--- config.mk ---
export PLATFORM = sky130hd
export DESIGN_NAME = number_literal_parser
export DESIGN_NICKNAME = d
export VERILOG_FILES = /design/src/hdl/nlp_pkg.sv /design/src/hdl/number_literal_parser.sv
export SDC_FILE = /design/constraint.sdc
export NUM_CORES = 1
export LEC_CHECK = 0
export ABC_CLOCK_PERIOD_IN_PS = 5800
export BUFFER_PORTS_ARGS = -buffer_cell sky130_fd_sc_hd__buf_4
export CORE_UTILIZATION = 35
export CTS_BUF_LIST = sky130_fd_sc_hd__clkbuf_8
export CTS_CLUSTER_SIZE = 8
export DETAILED_ROUTE_END_ITERATION = 10
export SETUP_SLACK_MARGIN = 0.2
export SKIP_LAST_GASP = 1
export SLEW_MARGIN = 20
export SYNTH_ARGS = -nofsm -noshare
export SYNTH_HDL_FRONTEND = slang
export SYNTH_SLANG_ARGS = --single-unit
--- constraint.sdc ---
create_clock -name clock -period 5.8 [get_ports clock]
set_input_delay 0.29 -clock clock [delete_from_list [all_inputs] [get_ports clock]]
set_output_delay 0.29 -clock clock [all_outputs]
set_load 0.01 [all_outputs]
--- src/hdl/nlp_pkg.sv ---
// ----------------------------------------------------------------------------
// Number literal parser package
// Transfer types, result format codes and character constants.
// ----------------------------------------------------------------------------
package nlp_pkg;

   typedef struct packed {
      logic [7:0] char_code;
      logic       last_char;
   } req_type;

   typedef struct packed {
      logic [63:0] value;
      logic [1:0]  format;
   } rsp_type;

   typedef enum logic [1:0] {
      FMT_INVALID = 2'd0,
      FMT_BINARY  = 2'd1,
      FMT_DECIMAL = 2'd2,
      FMT_HEX     = 2'd3
   } format_type;

   typedef struct packed {
      logic x_seen;
      logic zero_seen;
      logic hpre_ok;
      logic hsuf_ok;
      logic dec_ok;
      logic bin_ok;
   } class_flags_type;

   localparam class_flags_type FlagsReset = '{x_seen: 1'b0, zero_seen: 1'b0,
                                              hpre_ok: 1'b1, hsuf_ok: 1'b1,
                                              dec_ok: 1'b1, bin_ok: 1'b1};

   localparam logic [7:0] CharZero   = 8'h30;
   localparam logic [7:0] CharOne    = 8'h31;
   localparam logic [7:0] CharNine   = 8'h39;
   localparam logic [7:0] CharUpperA = 8'h41;
   localparam logic [7:0] CharUpperZ = 8'h5A;
   localparam logic [7:0] CharLowerA = 8'h61;
   localparam logic [7:0] CharLowerB = 8'h62;
   localparam logic [7:0] CharLowerF = 8'h66;
   localparam logic [7:0] CharLowerH = 8'h68;
   localparam logic [7:0] CharLowerX = 8'h78;
   localparam logic [7:0] CaseOffset = 8'h20;

   localparam logic [6:0] BinMaxDigits    = 7'd64;
   localparam logic [6:0] HexMaxDigits    = 7'd16;
   localparam logic [6:0] HexPrefixEnd    = 7'd18;
   localparam logic [6:0] CountSaturation = 7'd127;

endpackage

--- src/hdl/number_literal_parser.sv ---
// ----------------------------------------------------------------------------
// Number literal parser
// Parses a binary, decimal or hexadecimal literal given one character a
// transfer and returns its 64-bit value and format code.
// ----------------------------------------------------------------------------
// Usage: characters of a literal enter on the req_ channel, one per transfer,
// with last_char set on the final one. Upper case letters are folded to lower
// case. After the final character one result leaves on the rsp_ channel with
// the value and a format code (invalid, binary, decimal or hexadecimal).
// Characters that are not final produce no result.
// A character is held in an input register, then a single pass of logic
// updates the per-form accumulators or, for a final character, loads the
// result register.
// One character is taken every cycle unless a final character waits on a
// stalled receiver; the limit is the single accumulator update pass.
// Reset clears the accumulators and flags and empties both registers.
// While the receiver stalls, the held result stays on rsp_data, characters
// that are not final keep flowing, and a final character waits in the input
// register, which then stalls the sender.
// Literals longer than MAX_LEN characters are reported as invalid.
// ----------------------------------------------------------------------------
module number_literal_parser #(
   parameter int unsigned MAX_LEN = 65
) (
   input  logic            clock,
   input  logic            reset,
   input  logic            req_valid,
   output logic            req_stall,
   input  nlp_pkg::req_type req_data,
   output logic            rsp_valid,
   input  logic            rsp_stall,
   output nlp_pkg::rsp_type rsp_data
);
   import nlp_pkg::*;

   localparam logic [6:0] MaxLen = 7'(MAX_LEN);

   logic            s1_valid_ff, s1_valid_in;
   req_type         s1_data_ff;
   logic [6:0]      count_ff, count_in;
   logic [63:0]     bin_acc_ff, bin_acc_in;
   logic [63:0]     dec_acc_ff, dec_acc_in;
   logic            dec_ovf_ff, dec_ovf_in;
   logic [63:0]     hsuf_acc_ff, hsuf_acc_in;
   logic [63:0]     hpre_acc_ff, hpre_acc_in;
   class_flags_type flags_ff, flags_in;
   logic            rsp_valid_ff, rsp_valid_in;
   rsp_type         rsp_data_ff, rsp_data_in;

   logic            req_accept;
   logic            out_busy;
   logic            proc;
   logic            last;
   logic [7:0]      c;
   logic            is_dig;
   logic            is_hex;
   logic [3:0]      hval;
   logic [67:0]     dec_next;
   logic [63:0]     bin_upd, dec_upd, hsuf_upd, hpre_upd;
   logic            ovf_upd;
   logic [6:0]      i;
   class_flags_type fl;

   assign out_busy   = rsp_valid_ff && rsp_stall;
   assign last       = s1_data_ff.last_char;
   assign proc       = s1_valid_ff && (!last || !out_busy);
   assign req_stall  = s1_valid_ff && !proc;
   assign req_accept = req_valid && !req_stall;
   assign rsp_valid  = rsp_valid_ff;
   assign rsp_data   = rsp_data_ff;

   always_comb begin
      i = count_ff;
      c = s1_data_ff.char_code;
      if (c >= CharUpperA && c <= CharUpperZ) begin
         c = c + CaseOffset;
      end
      is_dig = (c >= CharZero) && (c <= CharNine);
      is_hex = is_dig || ((c >= CharLowerA) && (c <= CharLowerF));
      hval   = is_dig ? c[3:0] : c[3:0] + 4'd9;

      fl       = flags_ff;
      bin_upd  = bin_acc_ff;
      dec_upd  = dec_acc_ff;
      ovf_upd  = dec_ovf_ff;
      hsuf_upd = hsuf_acc_ff;
      hpre_upd = hpre_acc_ff;

      if (i >= MaxLen) begin
         fl.bin_ok  = 1'b0;
         fl.dec_ok  = 1'b0;
         fl.hsuf_ok = 1'b0;
         fl.hpre_ok = 1'b0;
      end

      if (!last) begin
         if ((c == CharZero || c == CharOne) && i < BinMaxDigits) begin
            bin_upd = {bin_acc_ff[62:0], c[0]};
         end else begin
            fl.bin_ok = 1'b0;
         end
      end else if (c != CharLowerB || i == 7'd0) begin
         fl.bin_ok = 1'b0;
      end

      dec_next = {1'b0, dec_acc_ff, 3'b000} + {3'b000, dec_acc_ff, 1'b0}
               + {64'd0, c[3:0]};
      if (is_dig) begin
         if (!dec_ovf_ff) begin
            if (|dec_next[67:64]) begin
               ovf_upd = 1'b1;
            end else begin
               dec_upd = dec_next[63:0];
            end
         end
      end else begin
         fl.dec_ok = 1'b0;
      end

      if (!last) begin
         if (is_hex && i < HexMaxDigits) begin
            hsuf_upd = {hsuf_acc_ff[59:0], hval};
         end else begin
            fl.hsuf_ok = 1'b0;
         end
      end else if (c != CharLowerH || i == 7'd0) begin
         fl.hsuf_ok = 1'b0;
      end

      if (i == 7'd0) begin
         if (c == CharZero) begin
            fl.zero_seen = 1'b1;
         end
      end else if (i == 7'd1) begin
         if (c == CharLowerX && flags_ff.zero_seen) begin
            fl.x_seen = 1'b1;
         end
      end else if (is_hex && i < HexPrefixEnd) begin
         hpre_upd = {hpre_acc_ff[59:0], hval};
      end else begin
         fl.hpre_ok = 1'b0;
      end

      rsp_data_in.value  = 64'd0;
      rsp_data_in.format = FMT_INVALID;
      if (fl.bin_ok) begin
         rsp_data_in.value  = bin_upd;
         rsp_data_in.format = FMT_BINARY;
      end else if (fl.dec_ok && !ovf_upd) begin
         rsp_data_in.value  = dec_upd;
         rsp_data_in.format = FMT_DECIMAL;
      end else if (fl.hsuf_ok) begin
         rsp_data_in.value  = hsuf_upd;
         rsp_data_in.format = FMT_HEX;
      end else if (fl.hpre_ok && fl.x_seen && i >= 7'd2) begin
         rsp_data_in.value  = hpre_upd;
         rsp_data_in.format = FMT_HEX;
      end

      count_in    = count_ff;
      bin_acc_in  = bin_acc_ff;
      dec_acc_in  = dec_acc_ff;
      dec_ovf_in  = dec_ovf_ff;
      hsuf_acc_in = hsuf_acc_ff;
      hpre_acc_in = hpre_acc_ff;
      flags_in    = flags_ff;
      if (proc) begin
         if (last) begin
            count_in    = 7'd0;
            bin_acc_in  = 64'd0;
            dec_acc_in  = 64'd0;
            dec_ovf_in  = 1'b0;
            hsuf_acc_in = 64'd0;
            hpre_acc_in = 64'd0;
            flags_in    = FlagsReset;
         end else begin
            count_in    = (count_ff < CountSaturation) ? count_ff + 7'd1 : count_ff;
            bin_acc_in  = bin_upd;
            dec_acc_in  = dec_upd;
            dec_ovf_in  = ovf_upd;
            hsuf_acc_in = hsuf_upd;
            hpre_acc_in = hpre_upd;
            flags_in    = fl;
         end
      end

      s1_valid_in  = req_accept || (s1_valid_ff && !proc);
      rsp_valid_in = (proc && last) || out_busy;
   end

   always_ff @(posedge clock) begin
      if (reset) begin
         s1_valid_ff  <= 1'b0;
         rsp_valid_ff <= 1'b0;
         count_ff     <= 7'd0;
         bin_acc_ff   <= 64'd0;
         dec_acc_ff   <= 64'd0;
         dec_ovf_ff   <= 1'b0;
         hsuf_acc_ff  <= 64'd0;
         hpre_acc_ff  <= 64'd0;
         flags_ff     <= FlagsReset;
      end else begin
         s1_valid_ff  <= s1_valid_in;
         rsp_valid_ff <= rsp_valid_in;
         count_ff     <= count_in;
         bin_acc_ff   <= bin_acc_in;
         dec_acc_ff   <= dec_acc_in;
         dec_ovf_ff   <= dec_ovf_in;
         hsuf_acc_ff  <= hsuf_acc_in;
         hpre_acc_ff  <= hpre_acc_in;
         flags_ff     <= flags_in;
      end
      if (req_accept) begin
         s1_data_ff <= req_data;
      end
      if (proc && last) begin
         rsp_data_ff <= rsp_data_in;
      end
   end

   // A final character always leaves a cleared parser and a pending result.
   assert property (@(posedge clock) disable iff (reset)
      (proc && last) |=> (count_ff == 7'd0) && rsp_valid_ff)
      else $error("final character did not clear state or load a result");

   // An invalid result always carries a zero value.
   assert property (@(posedge clock) disable iff (reset)
      (rsp_valid_ff && rsp_data_ff.format == FMT_INVALID) |-> (rsp_data_ff.value == 64'd0))
      else $error("invalid result with nonzero value");

   // The prefix marker can only follow a leading zero.
   assert property (@(posedge clock) disable iff (reset)
      flags_ff.x_seen |-> flags_ff.zero_seen)
      else $error("prefix marker without leading zero");

   // A pending result that is stalled is never replaced.
   assert property (@(posedge clock) disable iff (reset)
      out_busy |-> !(proc && last))
      else $error("result register overwritten while stalled");

endmodule
# --- After elaboration in Yosys (flattened, before gate mapping) ---
# Cells that the tools add are included.
classes:
  n_reduce_logical: 34
  order_cmp: 12
  addsub: 5
  n_mux: 43
  eq_ne: 6
ops:
  columns: ["cell", "n"]
  rows:
  - ["64-bit two-way mux", 14]
  - ["66-bit two-way mux", 4]
  - ["67-bit by 65-bit adder with 68-bit output", 1]
  - ["68-bit by 4-bit adder with 68-bit output", 1]
  - ["1-bit two-way mux", 19]
  - ["8-bit by 6-bit equality test with 1-bit output, second input constant", 2]
  - ["8-bit by 7-bit greater-or-equal comparator with 1-bit output, second input constant", 2]
  - ["8-bit by 7-bit less-or-equal comparator with 1-bit output, second input constant", 2]
  - ["8-bit by 7-bit inequality test with 1-bit output, second input constant", 2]
  - ["1-bit logical AND", 15]
  - ["7-bit by 5-bit < comparator with 1-bit output, second input constant", 2]
  - ["7-bit < comparator, second input constant", 2]
  - ["7-bit two-way mux", 2]
  - ["8-bit by 6-bit adder with 8-bit output, second input constant", 1]
  - ["8-bit by 7-bit equality test with 1-bit output, second input constant", 1]
  - ["8-bit by 6-bit greater-or-equal comparator with 1-bit output, second input constant", 1]
  - ["8-bit by 6-bit less-or-equal comparator with 1-bit output, second input constant", 1]
  - ["4-bit two-way mux", 2]
  - ["8-bit two-way mux", 1]
  - ["7-bit by 1-bit adder with 7-bit output, second input constant", 1]
  - ["7-bit by 1-bit equality test with 1-bit output, second input constant", 1]
  - ["7-bit by 2-bit greater-or-equal comparator with 1-bit output, second input constant", 1]
  - ["7-bit greater-or-equal comparator, second input constant", 1]
  - ["7-bit zero test", 1]
  - ["8 further kinds", 20]
word_totals:
  reg_bits: 347
  output_inout_bits: 68
  wordCells: 118
  inputBits: 13

# --- Logic depth before layout (Yosys ltp) ---
depth:
  ltp_word: 16
  mapped_depth: 18
  mapped_depth_nobuf: 15

# --- Worst setup path before layout ---
# No wires, ideal clock.
synth_timing:
  path_kind: "register to register"
  startpoint: "register s1_data_ff[4] (netlist name)"
  endpoint: "register dec_acc_ff[59]"
  setup_time_ps: 117
  slack_ps: 1685
  stages_incl_launch_ff: 16
  required_time_ps: 5683
  arrival_ps: 3998
  path_buffers: 2
  period_less_slack_ps: 4115
  path_cell_list: "edfxtp_1 fa_1 ha_1 a211oi_1 o21ai_1 o211a_1 o211a_1 o21ai_2 a211oi_2 o31ai_1 o21ai_1 or4_4 and2_4 buf_6 buf_6 a22o_1"
synth_via:
  elab_chain_len: 9
  word_cells_on_any_way: 14
  classes_between: "2 x add/sub; 4 x order compare; 5 x mux; 3 x reduce/logical"
synth_lines:
  columns: ["item", "line", "source"]
  rows:
  - ["start: declaration", "number_literal_parser.sv:39", "req_type s1_data_ff;"]
  - ["start signal: assignment", "number_literal_parser.sv:214", "s1_data_ff <= req_data;"]
  - ["8-bit by 7-bit greater-or-equal comparator with 1-bit output / 8-bit by 7-bit less-or-equal comparator with 1-bit output (equally long branches)", "number_literal_parser.sv:75", "if (c >= CharUpperA && c <= CharUpperZ) begin"]
  - ["1-bit logical AND", "number_literal_parser.sv:75", null]
  - ["8-bit two-way mux *", "number_literal_parser.sv:75", null]
  - ["68-bit by 4-bit adder with 68-bit output", "number_literal_parser.sv:107", "+ {64'd0, c[3:0]};"]
  - ["4-bit OR reduction", "number_literal_parser.sv:110", "if (|dec_next[67:64]) begin"]
  - ["64-bit two-way mux", "number_literal_parser.sv:110", null]
  - ["64-bit two-way mux", "number_literal_parser.sv:109", "if (!dec_ovf_ff) begin"]
  - ["64-bit two-way mux *", "number_literal_parser.sv:108", "if (is_dig) begin"]
  - ["64-bit two-way mux *", "number_literal_parser.sv:168", "if (last) begin"]
  - ["end signal: assignment", "number_literal_parser.sv:207", "dec_acc_ff <= dec_acc_in;"]
  - ["end: declaration", "number_literal_parser.sv:42", "logic [63:0] dec_acc_ff, dec_acc_in;"]
# Every way passes the cells marked *; elsewhere a longest branch is shown, timed or not.
# A chain may end at the register's enable or synchronous reset.

==> results.md <==
Run status:
- The run finished with clean final reports.

Timing:
- The number of pins exceeding their max-slew limit in the final report is 0.
- The tightest hold path in the finished design has a slack of ~0.08 ns.
- The count of final hold-check violations was 0.
- After layout, the worst path uses roughly 87% of the clock period.
- The largest clock skew in the final design is around 0.033 ns.
- The fmax is around 200 MHz.
- Setup violations remaining at the end of the flow were counted as 0.
- The minimum clock period after layout is between 5 and 6 ns.
- Headroom to the max-slew limit came out at around 33%.
- Setup repair after global routing left no endpoint under its margin.
- Adding up every negative setup slack in the final design gives 0 ns.
- At the pin with the least slew margin, the transition time is 1.01 ns.

Logic synthesis:
- The post-synthesis instance total is roughly 2.2k.
- Among all flip-flop cells after synthesis, the most frequent one is dfxtp_1.
- In this run, synthesis produced a sequential element count of 347.
- The cell type with the highest aggregate area in the netlist is dfxtp_1.
- The share of synthesized cell area in full adder, half adder and majority cells is 8.48%.
- After synthesis, the largest family of logic cells by area is compound AO/OA/AOI/OAI gates.
- Summing every instance area after synthesis gives between 0.02 and 0.025 mm².
- Of the post-synthesis cell area, the dominant cell type holds 26.5%.
- Yosys attributes the largest share of cell area to dfxtp_1, mux2i_1, edfxtp_1, ha_1, a22oi_1.
- The count of cell types in the netlist is 79.
- In this run, synthesis inferred 75 flip-flops with an integrated enable.
- After Yosys synthesis, XOR and XNOR cells account for approximately 2.8% of the synthesized area.
- The mux share of post-synthesis cell area is 11.6%.
- The total nets after synthesis is between 2k and 2.5k.
- The share of the synthesized area in compound gates (AO/OA/AOI/OAI) is a little under a quarter.
- For this run, the register share of the synthesized area comes to between 30% and 40%.
- Yosys printed 0 warnings.
- A synthesized cell averages 9.30 µm².
- The area fraction in and, or, nand and nor cells after synthesis is ~12%.
- The fraction of registers with async set or reset after synthesis is 0%.

Final layout:
- In the layout the commonest cells are nor2_1, dfxtp_1, mux2i_1, a22oi_1, ha_1.
- The signed area change from the synthesized netlist to the final layout is 13.4%.
- Cells with a size suffix above 1 make up ~11% of the layout.
- Leaving out fill and tap cells, the most frequent cell in the layout is nor2_1.
- The total number of nets in the final design is around 2.4k.
- After filler insertion, the fill cell instance count of the layout stands at 5741.
- The number of diodes is 0.

Floorplanning:
- Once the floorplan was initialized, standard cells occupied approximately 36% of the core.
- The initialized floorplan defines 88 standard-cell rows.
- The core outline area is 0.0578 mm².
- The height of the die is roughly 240 µm.
- The die covers between 0.05 and 0.06 mm².
- For this design the top-level I/O count stands at slightly above 80.
- In this run the horizontal extent of the chip is ~240 µm.

Setup path:
- The largest stage delay on the critical path is a little over 0.6 ns.
- The cell that appears most often on the critical path is ha_1.
- The data arrival at the endpoint of the critical path is approximately 5.5 ns.
- The worst setup path category is reg -> reg.
- STA classifies the critical path startpoint as a flop.
- The required time of the critical path is about 6.2 ns.
- The critical path goes through ha_1, ha_1, inv_1, fa_1, nor2b_1, o211ai_1, a21oi_1, o31a_1, o2111ai_2, a31oi_1, and4bb_1, o21ai_1, nor3_1, nor2_2, buf_4, a221oi_1.
- STA classifies the critical path endpoint as a flop.
- The cell with the biggest individual delay on the critical path is nor3_1.
- In this run the worst path has a maximum fanout of 23.

Clock network:
- The H-tree generated during clock tree synthesis spans 3 levels.
- The insertion delay to the later sink of the worst-skew pair is approximately 0.65 ns.
- TritonCTS built the clock tree.
- The quantity of gates resized following cts is 0.
- Counting the buffers created by CTS gives between 60 and 70.
- The clock slew seen by the registers of the worst setup and hold paths is around 0.060 ns.
- The number of buffers on the longest clock path is 3.
- The root buffer cell is clkbuf_8.
- The total number of clock tree sinks is between 300 and 400.

Detailed routing:
- The count of vias placed by the detailed router is 17.7k.
- The DRC marker count from the first detailed-route iteration is roughly 1.5k.
- After detailed routing, the number of remaining DRC violations is 0.
- Once detail routing completed, the nets flagged for antenna violations numbered 0.
- The aggregate routed wire length is roughly 66 mm.
- Dividing the detail-routed wire length by the instance count gives between 20 and 25 µm.
- After detailed routing, the number of vias per cell comes to ~5.7.
- The first-pass detailed-route iteration total is 7.

Placement:
- At the end of routability-driven placement, the weighted congestion stood at roughly 0.93.
- The final HPWL from detailed placement is around 47 mm.
- In this run the tool buffered the top-level ports with 80 buffer cells.

Global route:
- The number of antenna violations at the first check in global routing is 0.
- Entering global routing, the biggest net connects 93 pins.
- The total overflow left after global routing is 0.
- Across every metal layer, demand over resource in global routing totals about 22%.
- The global-route wire length before repair is just over 100 mm.
- The number of global-route vias before repair was 16.9k.

Min path:
- In this run the worst hold path is classified as in -> reg.

Power:
- In this run the power density over the cells is between 200 and 250 mW/mm².
- VDD sags by at most 0.147 mV.
- The analysis attributes to cell leakage a power of between 9 and 10 nW.
- The total chip power is a little over 0.005 W.

Flow run:
- The tool flagged a number of max-cap violations equal to 0.
==> synth_stat cells (8+ instances only) <==
library cell  instances
a211oi_1             33
a21o_1               29
a21oi_1             128
a221oi_1             28
a22o_1               55
a22oi_1             163
a31oi_1               9
and2_1               13
and3_1               13
buf_2                34
buf_6                 8
clkbuf_1            109
dfxtp_1             272
edfxtp_1             75
ha_1                136
inv_1                35
mux2_2               10
mux2i_1             226
nand2_1              85
nand2b_1              8
nand3_1              31
nand4_1              17
nor2_1              289
nor2b_1              36
nor3_1               21
nor4_1                9
o211ai_1             11
o21a_1                8
o21ai_0              68
o21ai_1               9
o21bai_1             10
o22a_1               36
o22ai_1              25
xnor2_1              39
xor2_1               26
==> what timing repair did <==
item / 4_1_cts / 5_1_grt
endpoints found under the setup margin: 0 / 0
endpoints found under the hold margin: 11 / 0
buffers inserted: 0 / 0
hold buffers: 11 / 0
==> path summary, 6_finish.rpt <==
| check | slack, ns | endpoint | start | cells past startpoint |
|---|---|---|---|---|
| max reg2reg | 0.78 | rsp_data[14] | s1_data_ff[3] | 16 |
| max | 0.78 | rsp_data[14] | s1_data_ff[3] | 16 |
| min reg2reg | 0.46 | flags_ff[3] | flags_ff[3] | 1 |
| min | 0.08 | bin_acc_ff[8] | reset | 2 |
==> final cells by class <==
| type | instances | area (µm²) | share of cell area (%) |
|---|---|---|---|
| well taps | 765 | 957 | 4.11 |
| clock inverters | 46 | 283 | 1.21 |
| multi-input cells | 1672 | 12100 | 52.1 |
| clock buffers | 74 | 1020 | 4.37 |
| inverters | 35 | 133 | 0.569 |
| flip-flops and latches | 347 | 7700 | 33.0 |
| repair buffers | 135 | 1080 | 4.64 |
==> metrics by stage <==
| stage | setup WS [ns] | utilization [%] | cell area [µm²] | std cells |
|---|---|---|---|---|
| floorplan | 1.69 | - | 20500 | 2210 |
| global placement | 1.00 | 37.9 | 21900 | 2943 |
| detailed placement | 0.805 | 37.9 | 21900 | 2943 |
| CTS | 0.808 | 40.3 | 23300 | 3074 |
| global route | 0.410 | 40.3 | 23300 | 3074 |
| finish | 0.780 | 40.3 | 23300 | 3074 |
==> routing by layer <==
metal	global-route usage [%]	wire [µm]	vias to the layer above
li1	-	-	8419
met1	28.9	29200	8520
met2	33.8	29700	585
met3	3.92	4280	129
met4	9.72	2760	0
met5	0	0	-
==> sequential cells by signal, indices dropped and copies added (netlist names) <==
signal	cells
hpre_acc_ff	64
dec_acc_ff	64
s1_valid_ff	1
last	1
flags_ff	6
rsp_valid	1
bin_acc_ff	64
dec_ovf_ff	1
hsuf_acc_ff	64
rsp_data	66
s1_data_ff	8
count_ff	7
==> cell families (layout without fill, tap and decap cells) <==
logic type / count (synthesis) / in the layout
adder cells (fa/ha/maj): 138 / 138
AO/OA/AOI/OAI: 681 / 681
AND/OR/NAND/NOR: 552 / 552
multiplexers: 236 / 236
flip-flops: 347 / 347
XOR/XNOR: 65 / 65
buffers and inverters: 191 / 290
==> critical path, delay by kind of cell (launching register included) <==
kind,cells,cell delay [ns]
AOI/OAI and AO/OA,7,1.79
and+or+nand+nor,4,1.29
adders and majority gates,3,0.79
DFF,1,0.52
buffers and inverters,2,0.41
==> where the power goes <==
part	leakage (nW)	switching (W)	internal [W]	total [W]
clock network	0.781	0.00111	0.00131	0.00242
registers	2.90	0.0000224	0.00249	0.00251
logic	6.01	0.000155	0.0000683	0.000223
total	9.68	0.00129	0.00386	0.00515
Note: power is estimated with default switching activity, not from simulation.
